--- src/hdl/lxh_pkg.sv ---
// Shared types, lexer tables and helper functions for the lexer token hash core.
// No dependencies; every other file in hdl/ imports this package.
`timescale 1ns / 1ps
package lxh_pkg;

  localparam int NSTATES = 63;
  localparam int STW = 6;
  localparam logic [63:0] HASH_MULT = 64'd13493690561280548289;
  localparam logic [31:0] MULT_LO = HASH_MULT[31:0];
  localparam logic [31:0] MULT_HI = HASH_MULT[63:32];
  localparam logic [63:0] DEC_MASK = 64'h8000;
  localparam logic [63:0] HEX_MASK = 64'h4000;

  localparam logic [STW-1:0] ST_START = 6'd0;
  localparam logic [STW-1:0] ST_WS = 6'd1;
  localparam logic [STW-1:0] ST_DEC = 6'd26;
  localparam logic [STW-1:0] ST_HEX = 6'd43;

  // symbol classes
  localparam logic [7:0] C_WS = 8'hF0;
  localparam logic [7:0] C_LET = 8'hF1;
  localparam logic [7:0] C_DIG = 8'hF2;
  localparam logic [7:0] C_ALN = 8'hF3;
  localparam logic [7:0] C_HEX = 8'hF4;
  localparam logic [7:0] C_NNL = 8'hF5;

  // token kinds; anything above K_HEX is a fixed code
  localparam int K_ERR = -1;
  localparam int K_NONE = 0;
  localparam int K_IDENT = 1;
  localparam int K_DEC = 2;
  localparam int K_HEX = 3;

  localparam int QDEPTH = 4;
  localparam int QAW = $clog2(QDEPTH);

  // symbol that leads into each state
  localparam logic [7:0] SYM_OF [NSTATES] = '{
    8'h00, C_WS, 8'h65, 8'h61, 8'h6f, 8'h69, 8'h72, 8'h74, 8'h77, 8'h64, 8'h76, 8'h6e,
    8'h3a, 8'h3b, 8'h28, 8'h29, 8'h2c, 8'h3c, 8'h23, 8'h5b, 8'h5d, 8'h2d, 8'h2b, 8'h2a,
    8'h24, C_LET, C_DIG,
    8'h6e, 8'h6c, 8'h72, 8'h72, 8'h66, 8'h66, 8'h6e, 8'h65, 8'h68, 8'h68, 8'h6f, 8'h61,
    8'h6f, 8'h3d, 8'h2d, C_ALN, C_HEX,
    8'h64, 8'h73, 8'h72, 8'h74, 8'h74, 8'h65, 8'h69, 8'h72, 8'h74, C_NNL,
    8'h65, 8'h61, 8'h75, 8'h6e, 8'h6c, 8'h79, 8'h72, 8'h65, 8'h6e
  };

  // successor candidates in priority order, zero ends the list
  localparam logic [STW-1:0] SUCC [NSTATES][3] = '{
    '{6'd0, 6'd0, 6'd0}, '{6'd1, 6'd0, 6'd0}, '{6'd27, 6'd28, 6'd42},
    '{6'd29, 6'd42, 6'd0}, '{6'd30, 6'd31, 6'd42}, '{6'd32, 6'd33, 6'd42},
    '{6'd34, 6'd42, 6'd0}, '{6'd35, 6'd42, 6'd0}, '{6'd36, 6'd42, 6'd0},
    '{6'd37, 6'd42, 6'd0}, '{6'd38, 6'd42, 6'd0}, '{6'd39, 6'd42, 6'd0},
    '{6'd40, 6'd0, 6'd0},
    '{6'd0, 6'd0, 6'd0}, '{6'd0, 6'd0, 6'd0}, '{6'd0, 6'd0, 6'd0}, '{6'd0, 6'd0, 6'd0},
    '{6'd0, 6'd0, 6'd0}, '{6'd0, 6'd0, 6'd0}, '{6'd0, 6'd0, 6'd0}, '{6'd0, 6'd0, 6'd0},
    '{6'd41, 6'd0, 6'd0}, '{6'd0, 6'd0, 6'd0}, '{6'd0, 6'd0, 6'd0},
    '{6'd43, 6'd0, 6'd0}, '{6'd42, 6'd0, 6'd0}, '{6'd26, 6'd0, 6'd0},
    '{6'd44, 6'd42, 6'd0}, '{6'd45, 6'd42, 6'd0}, '{6'd46, 6'd42, 6'd0},
    '{6'd42, 6'd0, 6'd0}, '{6'd42, 6'd0, 6'd0}, '{6'd42, 6'd0, 6'd0},
    '{6'd47, 6'd42, 6'd0}, '{6'd48, 6'd42, 6'd0}, '{6'd49, 6'd42, 6'd0},
    '{6'd50, 6'd42, 6'd0}, '{6'd42, 6'd0, 6'd0}, '{6'd51, 6'd42, 6'd0},
    '{6'd52, 6'd42, 6'd0}, '{6'd0, 6'd0, 6'd0}, '{6'd53, 6'd0, 6'd0},
    '{6'd42, 6'd0, 6'd0}, '{6'd43, 6'd0, 6'd0},
    '{6'd42, 6'd0, 6'd0}, '{6'd54, 6'd42, 6'd0}, '{6'd55, 6'd42, 6'd0},
    '{6'd42, 6'd0, 6'd0}, '{6'd56, 6'd42, 6'd0}, '{6'd57, 6'd42, 6'd0},
    '{6'd58, 6'd42, 6'd0}, '{6'd42, 6'd0, 6'd0}, '{6'd42, 6'd0, 6'd0},
    '{6'd53, 6'd0, 6'd0},
    '{6'd42, 6'd0, 6'd0}, '{6'd59, 6'd42, 6'd0}, '{6'd60, 6'd42, 6'd0},
    '{6'd42, 6'd0, 6'd0}, '{6'd61, 6'd42, 6'd0},
    '{6'd42, 6'd0, 6'd0}, '{6'd62, 6'd42, 6'd0}, '{6'd42, 6'd0, 6'd0},
    '{6'd42, 6'd0, 6'd0}
  };

  // token kind of each final state
  localparam int KIND_OF [NSTATES] = '{
    K_ERR, K_NONE, 1, 1, 1, 1, 1, 1, 1, 1, 1, 1,
    58, 59, 40, 41, 44, 60, 35, 91, 93, 45, 43, 42, K_ERR, 1, K_DEC,
    1, 1, 1, 268, 258, 261, 1, 1, 1, 1, 265, 1, 1, 269, K_NONE, 1, K_HEX,
    256, 1, 1, 259, 1, 1, 1, 266, 267, K_NONE,
    263, 1, 1, 262, 1,
    257, 1, 264,
    260
  };

  // one entry of the token queue
  typedef struct packed {
    logic fold;
    logic last;
    logic err;
    logic [31:0] val;
  } tok_t;

  function automatic logic is_letter(input logic [7:0] c);
    return (c >= 8'h61 && c <= 8'h7a) || (c >= 8'h41 && c <= 8'h5a);
  endfunction

  function automatic logic is_digit(input logic [7:0] c);
    return c >= 8'h30 && c <= 8'h39;
  endfunction

  function automatic logic sym_match(input logic [7:0] s, input logic [7:0] c);
    logic r;
    case (s)
      C_WS: r = (c == 8'h20) || (c == 8'h09) || (c == 8'h0a);
      C_LET: r = is_letter(c);
      C_DIG: r = is_digit(c);
      C_ALN: r = is_letter(c) || is_digit(c);
      C_HEX: r = is_digit(c) || (c >= 8'h61 && c <= 8'h66) || (c >= 8'h41 && c <= 8'h46);
      C_NNL: r = (c != 8'h0a);
      default: r = (c == s);
    endcase
    return r;
  endfunction

  // successor of state st on byte c, zero when there is none
  function automatic logic [STW-1:0] dfa_next(input logic [STW-1:0] st, input logic [7:0] c);
    logic [STW-1:0] r;
    logic [STW-1:0] t;
    r = ST_START;
    if (st == ST_START || int'(st) >= NSTATES) begin
      if (sym_match(SYM_OF[1], c)) r = ST_WS;
      for (int i = 26; i >= 2; i--) begin
        if (sym_match(SYM_OF[i], c)) r = STW'(i);
      end
    end else begin
      for (int k = 2; k >= 0; k--) begin
        t = SUCC[st][k];
        if (t != ST_START && sym_match(SYM_OF[t], c)) r = t;
      end
    end
    return r;
  endfunction

  function automatic int kind_of(input logic [STW-1:0] st);
    return (int'(st) < NSTATES) ? KIND_OF[st] : K_ERR;
  endfunction

endpackage

--- src/hdl/lxh_front.sv ---
// Front end: steps the lexer automaton one byte per cycle while take is high,
// builds the open token and pushes finished token values and end markers. Depends on lxh_pkg.
`timescale 1ns / 1ps
module lxh_front (
  input  logic              clk,
  input  logic              rst,
  input  logic              take,
  input  logic [7:0]        char_byte,
  input  logic              end_of_input,
  output logic              push,
  output lxh_pkg::tok_t     push_tok
);
  import lxh_pkg::*;

  logic [STW-1:0] st;
  logic           active;
  logic [31:0]    ident_hash;
  logic [63:0]    number_value;
  logic           number_overflow;
  logic           error_seen;

  logic [STW-1:0] nxt, restart, st_next;
  logic           brk;
  int             kind;
  logic [63:0]    num_sat;
  logic [31:0]    tok_val;
  logic           tok_fold, tok_err;
  logic [31:0]    hash_base, hash_sum;
  logic [63:0]    hash_prod;
  logic [63:0]    num_base;
  logic [67:0]    dec_wide;
  logic [3:0]     digit;
  logic [63:0]    num_next;
  logic           ovf_base, ovf_next;

  always_comb begin
    nxt = dfa_next(st, char_byte);
    brk = (nxt == ST_START);
    restart = dfa_next(ST_START, char_byte);
    st_next = brk ? restart : nxt;

    kind = kind_of(st);
    num_sat = number_overflow ? '1 : number_value;
    tok_fold = active && (kind != K_ERR) && (kind != K_NONE);
    tok_err = active && (kind == K_ERR);
    if (kind == K_IDENT) tok_val = ident_hash;
    else if (kind == K_DEC) tok_val = num_sat[31:0] ^ DEC_MASK[31:0];
    else if (kind == K_HEX) tok_val = num_sat[31:0] ^ HEX_MASK[31:0];
    else tok_val = 32'(kind);

    // the new byte extends the open token or starts a fresh one
    hash_base = brk ? '0 : ident_hash;
    num_base = brk ? '0 : number_value;
    ovf_base = brk ? 1'b0 : number_overflow;
    hash_sum = hash_base + {24'd0, char_byte};
    hash_prod = hash_sum * MULT_LO;

    if (is_digit(char_byte)) digit = 4'(char_byte - 8'h30);
    else if (char_byte >= 8'h61) digit = 4'(char_byte - 8'h57);
    else digit = 4'(char_byte - 8'h37);
    dec_wide = {1'b0, num_base, 3'b000} + {3'b000, num_base, 1'b0} + {64'd0, digit};

    num_next = num_base;
    ovf_next = ovf_base;
    if (st_next == ST_DEC) begin
      num_next = dec_wide[63:0];
      ovf_next = ovf_base || (dec_wide[67:64] != 4'd0);
    end else if (st_next == ST_HEX) begin
      num_next = {num_base[59:0], digit};
      ovf_next = ovf_base || (num_base[63:60] != 4'd0);
    end
  end

  always_comb begin
    push = take && (end_of_input || (brk && tok_fold));
    push_tok.fold = tok_fold;
    push_tok.last = end_of_input;
    push_tok.err = end_of_input && (error_seen || tok_err);
    push_tok.val = tok_val;
  end

  always_ff @(posedge clk) begin
    if (rst) begin
      st <= ST_START;
      active <= 1'b0;
      ident_hash <= '0;
      number_value <= '0;
      number_overflow <= 1'b0;
      error_seen <= 1'b0;
    end else if (take) begin
      if (end_of_input) begin
        st <= ST_START;
        active <= 1'b0;
        ident_hash <= '0;
        number_value <= '0;
        number_overflow <= 1'b0;
        error_seen <= 1'b0;
      end else if (st_next == ST_START) begin
        // byte not accepted from start: drop it
        error_seen <= 1'b1;
        st <= ST_START;
        active <= 1'b0;
        ident_hash <= '0;
        number_value <= '0;
        number_overflow <= 1'b0;
      end else begin
        if (brk && tok_err) error_seen <= 1'b1;
        st <= st_next;
        active <= 1'b1;
        ident_hash <= hash_prod[31:0];
        number_value <= num_next;
        number_overflow <= ovf_next;
      end
    end
  end

endmodule

--- src/hdl/lxh_queue.sv ---
// Small token queue between the lexer front end and the hash back end.
// Depends on lxh_pkg.
`timescale 1ns / 1ps
module lxh_queue (
  input  logic          clk,
  input  logic          rst,
  input  logic          wr_en,
  input  lxh_pkg::tok_t din,
  output logic          full,
  input  logic          rd_en,
  output lxh_pkg::tok_t dout,
  output logic          empty
);
  import lxh_pkg::*;

  tok_t           mem [QDEPTH];
  logic [QAW-1:0] wp, rp;
  logic [QAW:0]   count;

  assign full = (count == (QAW+1)'(QDEPTH));
  assign empty = (count == '0);
  assign dout = mem[rp];

  always_ff @(posedge clk) begin
    if (wr_en) mem[wp] <= din;
  end

  always_ff @(posedge clk) begin
    if (rst) begin
      wp <= '0;
      rp <= '0;
      count <= '0;
    end else begin
      if (wr_en) wp <= wp + 1'b1;
      if (rd_en) rp <= rp + 1'b1;
      if (wr_en && !rd_en) count <= count + 1'b1;
      else if (rd_en && !wr_en) count <= count - 1'b1;
    end
  end

endmodule

--- src/hdl/lxh_back.sv ---
// Back end: folds token values into the 64-bit running hash with one shared
// 32x32 multiplier over states PH_MUL0-PH_MUL2 and emits the result word. Depends on lxh_pkg.
`timescale 1ns / 1ps
module lxh_back (
  input  logic          clk,
  input  logic          rst,
  input  logic          q_empty,
  input  lxh_pkg::tok_t q_tok,
  output logic          q_pop,
  output logic          busy,
  output logic          emitting,
  output logic          out_valid,
  input  logic          out_ready,
  output logic [63:0]   token_hash,
  output logic          lexical_error
);
  import lxh_pkg::*;

  localparam logic [2:0] PH_IDLE = 3'd0;
  localparam logic [2:0] PH_MUL0 = 3'd1;
  localparam logic [2:0] PH_MUL1 = 3'd2;
  localparam logic [2:0] PH_MUL2 = 3'd3;
  localparam logic [2:0] PH_EMIT = 3'd4;

  logic [2:0]  phase;
  logic [63:0] total;
  logic [63:0] sum;
  logic [63:0] acc;
  logic        last;
  logic        err;
  logic [31:0] mul_a, mul_b;
  logic [63:0] prod;
  logic        load_out;

  assign q_pop = (phase == PH_IDLE) && !q_empty;
  assign busy = (phase != PH_IDLE);
  assign emitting = (phase == PH_EMIT);
  assign load_out = (phase == PH_EMIT) && (!out_valid || out_ready);

  always_comb begin
    case (phase)
      PH_MUL1: begin
        mul_a = sum[31:0];
        mul_b = MULT_HI;
      end
      PH_MUL2: begin
        mul_a = sum[63:32];
        mul_b = MULT_LO;
      end
      default: begin
        mul_a = sum[31:0];
        mul_b = MULT_LO;
      end
    endcase
    prod = mul_a * mul_b;
  end

  always_ff @(posedge clk) begin
    if (rst) begin
      phase <= PH_IDLE;
      total <= '0;
      out_valid <= 1'b0;
    end else begin
      if (load_out) out_valid <= 1'b1;
      else if (out_ready) out_valid <= 1'b0;
      case (phase)
        PH_IDLE: begin
          if (!q_empty) begin
            last <= q_tok.last;
            err <= q_tok.err;
            sum <= total + {{32{q_tok.val[31]}}, q_tok.val};
            phase <= q_tok.fold ? PH_MUL0 : PH_EMIT;
          end
        end
        PH_MUL0: begin
          acc <= prod;
          phase <= PH_MUL1;
        end
        PH_MUL1: begin
          acc[63:32] <= acc[63:32] + prod[31:0];
          phase <= PH_MUL2;
        end
        PH_MUL2: begin
          total <= {acc[63:32] + prod[31:0], acc[31:0]};
          phase <= last ? PH_EMIT : PH_IDLE;
        end
        PH_EMIT: begin
          if (load_out) begin
            token_hash <= total;
            lexical_error <= err;
            total <= '0;
            phase <= PH_IDLE;
          end
        end
        default: phase <= PH_IDLE;
      endcase
    end
  end

endmodule

--- src/hdl/lexer_dfa_token_hash_core.sv ---
// Top level of the lexer token hash core: front end, token queue, back end.
// Depends on lxh_pkg, lxh_front, lxh_queue and lxh_back.
`timescale 1ns / 1ps
//
//  channel  | handshake           | word
//  ---------+---------------------+---------------------------------
//  input    | in_valid / in_ready | char_byte, end_of_input
//  output   | out_valid/out_ready | token_hash, lexical_error
//
// The front end takes one byte every cycle while the token queue has room.
// Each finished token takes the back end through an add, then three steps of the
// shared 32x32 multiplier, and the back end pops no new token until it is idle
// again, so input stalls on a run of one-byte tokens once the four-entry queue has filled.
// An end marker's word is loaded into the output register from PH_EMIT, which follows
// its last multiplier step (or its pop when nothing is folded), later if the output
// register still holds an unread word. Reset clears the lexer state, queue and total.
module lexer_dfa_token_hash_core (
  input  logic        clk,
  input  logic        rst,
  input  logic        in_valid,
  output logic        in_ready,
  input  logic [7:0]  char_byte,
  input  logic        end_of_input,
  output logic        out_valid,
  input  logic        out_ready,
  output logic [63:0] token_hash,
  output logic        lexical_error
);
  import lxh_pkg::*;

  logic take;
  logic q_push, q_full, q_pop, q_empty;
  tok_t push_tok, q_tok;
  logic back_busy, back_emitting;

  // accept a byte whenever the queue can hold whatever it produces
  assign in_ready = !q_full;
  assign take = in_valid && in_ready;

  lxh_front u_front (
    .clk          (clk),
    .rst          (rst),
    .take         (take),
    .char_byte    (char_byte),
    .end_of_input (end_of_input),
    .push         (q_push),
    .push_tok     (push_tok)
  );

  lxh_queue u_queue (
    .clk   (clk),
    .rst   (rst),
    .wr_en (q_push),
    .din   (push_tok),
    .full  (q_full),
    .rd_en (q_pop),
    .dout  (q_tok),
    .empty (q_empty)
  );

  lxh_back u_back (
    .clk           (clk),
    .rst           (rst),
    .q_empty       (q_empty),
    .q_tok         (q_tok),
    .q_pop         (q_pop),
    .busy          (back_busy),
    .emitting      (back_emitting),
    .out_valid     (out_valid),
    .out_ready     (out_ready),
    .token_hash    (token_hash),
    .lexical_error (lexical_error)
  );

  // never push into a full queue
  a_no_overflow: assert property (@(posedge clk) disable iff (rst) !(q_push && q_full))
    else $error("token queue overflow");

  // the back end pops only between tokens
  a_pop_idle: assert property (@(posedge clk) disable iff (rst) !(q_pop && back_busy))
    else $error("queue pop while back end busy");

  // a new result only appears out of the emit step
  a_emit_src: assert property (@(posedge clk) disable iff (rst)
    $rose(out_valid) |-> $past(back_emitting))
    else $error("result raised outside emit step");

endmodule
--- config.mk ---
export PLATFORM = sky130hd
export DESIGN_NAME = lexer_dfa_token_hash_core
export DESIGN_NICKNAME = d
export VERILOG_FILES = /design/src/hdl/lxh_pkg.sv /design/src/hdl/lxh_front.sv /design/src/hdl/lxh_queue.sv /design/src/hdl/lxh_back.sv /design/src/hdl/lexer_dfa_token_hash_core.sv
export SDC_FILE = /design/constraint.sdc
export NUM_CORES = 2
export LEC_CHECK = 0
export ABC_AREA = 1
export BUFFER_PORTS_ARGS = -buffer_cell sky130_fd_sc_hd__buf_2
export CORE_ASPECT_RATIO = 1.5
export CORE_MARGIN = 3
export CORE_UTILIZATION = 60
export DETAILED_ROUTE_END_ITERATION = 8
export GPL_TIMING_DRIVEN = 0
export HOLD_SLACK_MARGIN = 0.02
export PLACE_DENSITY = 0.78
export SYNTH_ARGS = -nofsm -noshare
export SYNTH_HDL_FRONTEND = slang
export SYNTH_SLANG_ARGS = --single-unit
--- constraint.sdc ---
create_clock -name clk -period 14.3 [get_ports clk]
set_input_delay 2.86 -clock clk [delete_from_list [all_inputs] [get_ports clk]]
set_output_delay 2.86 -clock clk [all_outputs]
set_load 0.02 [all_outputs]
==> report_table.html <==
<table>
<tr><th>Metric</th><th>Value</th></tr>
<tr><th colspan="2">Synth</th></tr>
<tr><td>Sequential cell area fraction in the yosys report</td><td>21.9%</td></tr>
<tr><td>Cell count after synthesis</td><td>7119</td></tr>
<tr><td>Synth async-reset ratio</td><td>0%</td></tr>
<tr><td>Synthesized area per cell</td><td>8.77 µm²</td></tr>
<tr><td>Top flip-flop cell by instance count after synthesis</td><td>edfxtp_1</td></tr>
<tr><td>EDFF count, synth</td><td>335</td></tr>
<tr><td>Number of distinct library cells after synthesis</td><td>66</td></tr>
<tr><td>Number of warnings reported in the yosys synthesis log</td><td>0</td></tr>
<tr><td>Register bit total from synthesis</td><td>517</td></tr>
<tr><td>Post-synthesis instance area</td><td>62500 µm²</td></tr>
<tr><th colspan="2">Cells and area</th></tr>
<tr><td>Net count reported at finish</td><td>8972</td></tr>
<tr><td>Final standard cell count with taps included and fillers excluded</td><td>8766</td></tr>
<tr><td>Area growth, synth to finish</td><td>8.08%</td></tr>
<tr><td>Area taken by flip-flops and latches</td><td>13700 µm²</td></tr>
<tr><td>Most frequent standard cell in the layout excluding fill and tap cells</td><td>inv_1</td></tr>
<tr><td>Commonest non-fill, non-tap cells in the layout</td><td>inv_1, nand2_1, ha_1, fa_1, a21oi_1</td></tr>
<tr><td>Area of all placed cells without fillers</td><td>67500 µm²</td></tr>
<tr><td>Multi-input logic area</td><td>43600 µm²</td></tr>
<tr><td>Final standard cell utilization of the core</td><td>65.5%</td></tr>
<tr><td>Share of final-layout standard cells stronger than drive strength 1</td><td>6.12%</td></tr>
<tr><td>Count of fill cells added during filler insertion</td><td>8577</td></tr>
<tr><th colspan="2">Drt</th></tr>
<tr><td>First drt pass iteration count</td><td>6</td></tr>
<tr><td>Total via count after detailed routing</td><td>51300</td></tr>
<tr><td>Via-per-instance ratio</td><td>5.85</td></tr>
<tr><td>Initial detailed-routing violation count</td><td>3762</td></tr>
<tr><td>Final routed wirelength across all metal layers</td><td>203000 µm</td></tr>
<tr><td>Antenna viol nets, final</td><td>0</td></tr>
<tr><td>Avg WL per Cell</td><td>23.2 µm</td></tr>
<tr><td>Total DRC errors in the routed layout</td><td>0</td></tr>
<tr><th colspan="2">Floorplanning</th></tr>
<tr><td>Die Ht</td><td>401 µm</td></tr>
<tr><td>CORE AREA</td><td>103000 µm²</td></tr>
<tr><td>DIE WIDTH</td><td>269 µm</td></tr>
<tr><td>Total die area</td><td>108000 µm²</td></tr>
<tr><td>Std-Cell Rows</td><td>144</td></tr>
<tr><td>I/O Pins</td><td>80</td></tr>
<tr><td>Initial core utilization</td><td>60.6%</td></tr>
<tr><th colspan="2">Setup path</th></tr>
<tr><td>Data required time at the worst endpoint</td><td>14750 ps</td></tr>
<tr><td>Arrival time at the worst endpoint</td><td>14190 ps</td></tr>
<tr><td>Peak fanout along the critical path</td><td>11</td></tr>
<tr><td>Endpoint type of the worst setup path</td><td>flop</td></tr>
<tr><td>CP top delay family</td><td>adder cells</td></tr>
<tr><td>Cell with the largest stage delay on the worst path</td><td>fa_1</td></tr>
<tr><td>CP dominant cell by count</td><td>nand2_1</td></tr>
<tr><td>Largest stage delay on the critical path</td><td>540 ps</td></tr>
<tr><td>Category of the critical setup timing path</td><td>primary input to flop</td></tr>
<tr><td>Buffers &amp; Inverters on Critical Path</td><td>16</td></tr>
<tr><td>Startpoint class of the critical path</td><td>primary input</td></tr>
<tr><th colspan="2">GRT</th></tr>
<tr><td>Vias in the first global route</td><td>54600</td></tr>
<tr><td>Total congestion overflow</td><td>0</td></tr>
<tr><td>Maximum number of pins on one net before global-route repair</td><td>35</td></tr>
<tr><td>Overall global routing resource usage</td><td>37.8%</td></tr>
<tr><td>Wire length of the first global-routing pass</td><td>311000 µm</td></tr>
<tr><td>Number of antenna violations at the first check in global routing</td><td>8</td></tr>
<tr><th colspan="2">Timing</th></tr>
<tr><td>Minimum period implied by the final worst setup slack</td><td>13730 ps</td></tr>
<tr><td>Max Fclk</td><td>72.8 MHz</td></tr>
<tr><td>Accumulated negative setup slack</td><td>0 ps</td></tr>
<tr><td>Max-slew violation count</td><td>15</td></tr>
<tr><td>Ratio of final minimum period to clock period</td><td>96.0%</td></tr>
<tr><td>Final Hold Fails</td><td>0</td></tr>
<tr><td>Skew final</td><td>33.7 ps</td></tr>
<tr><td>Slew margin rel.</td><td>-6.81%</td></tr>
<tr><td>Worst-margin pin slew</td><td>1590 ps</td></tr>
<tr><td>Final setup fails</td><td>0</td></tr>
<tr><th colspan="2">Clock tree</th></tr>
<tr><td>Buffer depth of the longest clock path</td><td>3</td></tr>
<tr><td>CTS Sinks</td><td>517</td></tr>
<tr><td>Reg clk slew, reported paths</td><td>70 ps</td></tr>
<tr><td>H-tree Lvls</td><td>2</td></tr>
<tr><td>Clock root buffer</td><td>clkbuf_16</td></tr>
<tr><td>Number of buffers added by the clock tree synthesis step</td><td>46</td></tr>
<tr><td>Later-pin clock latency in the skew report</td><td>610 ps</td></tr>
<tr><td>CTS tree</td><td>yes</td></tr>
<tr><th colspan="2">Outcome</th></tr>
<tr><td>Violations in the final reports</td><td>max-capacitance violations, max-slew violations</td></tr>
<tr><td>Result of the run</td><td>complete, but fails checks</td></tr>
<tr><th colspan="2">Place</th></tr>
<tr><td>Routability congestion estimate</td><td>1.07</td></tr>
<tr><td>Placed Cells incl. Taps</td><td>8623</td></tr>
<tr><td>Final HPWL DP</td><td>170000 µm</td></tr>
<tr><td>Total cell area at the placement stage</td><td>65000 µm²</td></tr>
<tr><td>Count of port buffers added during placement</td><td>78</td></tr>
<tr><th colspan="2">Run</th></tr>
<tr><td>Max-capacitance violation count</td><td>2</td></tr>
<tr><th colspan="2">Hold path</th></tr>
<tr><td>Worst min path class</td><td>flop to flop</td></tr>
</table>
-- final cells by class --
class,count,share of cell area (%)
clock buffer,63,1.89
buffer,169,1.14
sequential,517,20.3
clock inverter,23,0.339
multi-input combinational,5105,64.6
inverter,1352,7.55
timing repair buffer,145,1.59
antenna,5,0.0185
tap,1387,2.57
-- cells by family (layout without fill, tap and decap cells) --
kind of cell | after synthesis | in the layout | share of synthesized area, %
AOI/OAI and AO/OA | 1180 | 1180 | 10.4
xor gates and xnor gates | 239 | 239 | 3.39
adders and majority gates | 1623 | 1623 | 41.3
buffers and inverters | 1526 | 1752 | 9.34
DFF | 517 | 517 | 21.9
other | 2 | 36 | 0.0120
and+or+nand+nor | 2032 | 2032 | 13.5
-- worst paths after layout --
path / slack, ps / from / cells past startpoint / end
min reg2reg: 440 / u_back.err$_DFFE_PP_ / 0 / u_back.lexical_error$_DFFE_PP_
min: 440 / u_back.err$_DFFE_PP_ / 0 / u_back.lexical_error$_DFFE_PP_
max: 570 / char_byte[3] / 71 / u_front.ident_hash[31]$_SDFFE_PP0P_
max reg2reg: 860 / u_front.st[1]$_SDFFE_PP0P_ / 84 / u_front.ident_hash[31]$_SDFFE_PP0P_
-- what timing repair did --
item | CTS | global route
setup endpoints to repair | 16 | 5
hold buffers | 0 | 0
buffers inserted | 21 | 35
pin swaps | 18 | 28
gates resized for setup | 97 | 41
-- state kept, by name, summed over array words and instances, names as in the netlist, 3 cells and up, named ones only --
signal,cells
u_back.sum,64
u_back.phase,3
u_front.ident_hash,32
u_front.st,6
u_front.number_value,64
u_back.total,64
u_back.token_hash,64
u_queue.mem,140
u_back.acc,64
u_queue.count,3
-- routing by layer --
metal  GRT usage, %  wire [µm]  vias to the layer above
li1               -          -                    23500
met1           36.8      64300                    24600
met2           67.0     101000                     2156
met5              0         36                        -
met3           5.54      11800                     1000
met4           38.1      26100                        6
-- through the flow --
stage	hold slack (ps)	worst slack, ps
2_1_floorplan	400	109
3_3_place_gp	447	-3530
3_5_place_dp	427	-3650
4_1_cts	445	5.06
5_1_grt	451	-63.6
6_report	439	566
-- cell usage after synthesis, types with 12 or more instances --
master,number,share of area (%)
inv_1,1327,8.0
nand2_1,1154,6.9
ha_1,889,18
fa_1,734,24
a21oi_1,552,4.4
nor2_1,413,2.5
edfxtp_1,335,16
o21ai_0,335,2.7
nand3_1,245,2.0
dfxtp_1,182,5.8
xor2_1,149,2.1
clkbuf_1,125,0.75
xnor2_1,88,1.2
a31oi_1,69,0.69
or2_2,64,0.64
nor3_1,60,0.48
nand4_1,47,0.47
o211ai_1,45,0.54
o22ai_1,34,0.34
o21ai_1,31,0.25
o221ai_1,22,0.31
buf_2,19,0.15
inv_2,15,0.090
buf_1,13,0.078
o21bai_1,13,0.16
a21boi_0,12,0.14
a21o_1,12,0.14
Power is not shown: default switching activity piles up to over one toggle a cycle in this logic, so the estimate is an artifact.
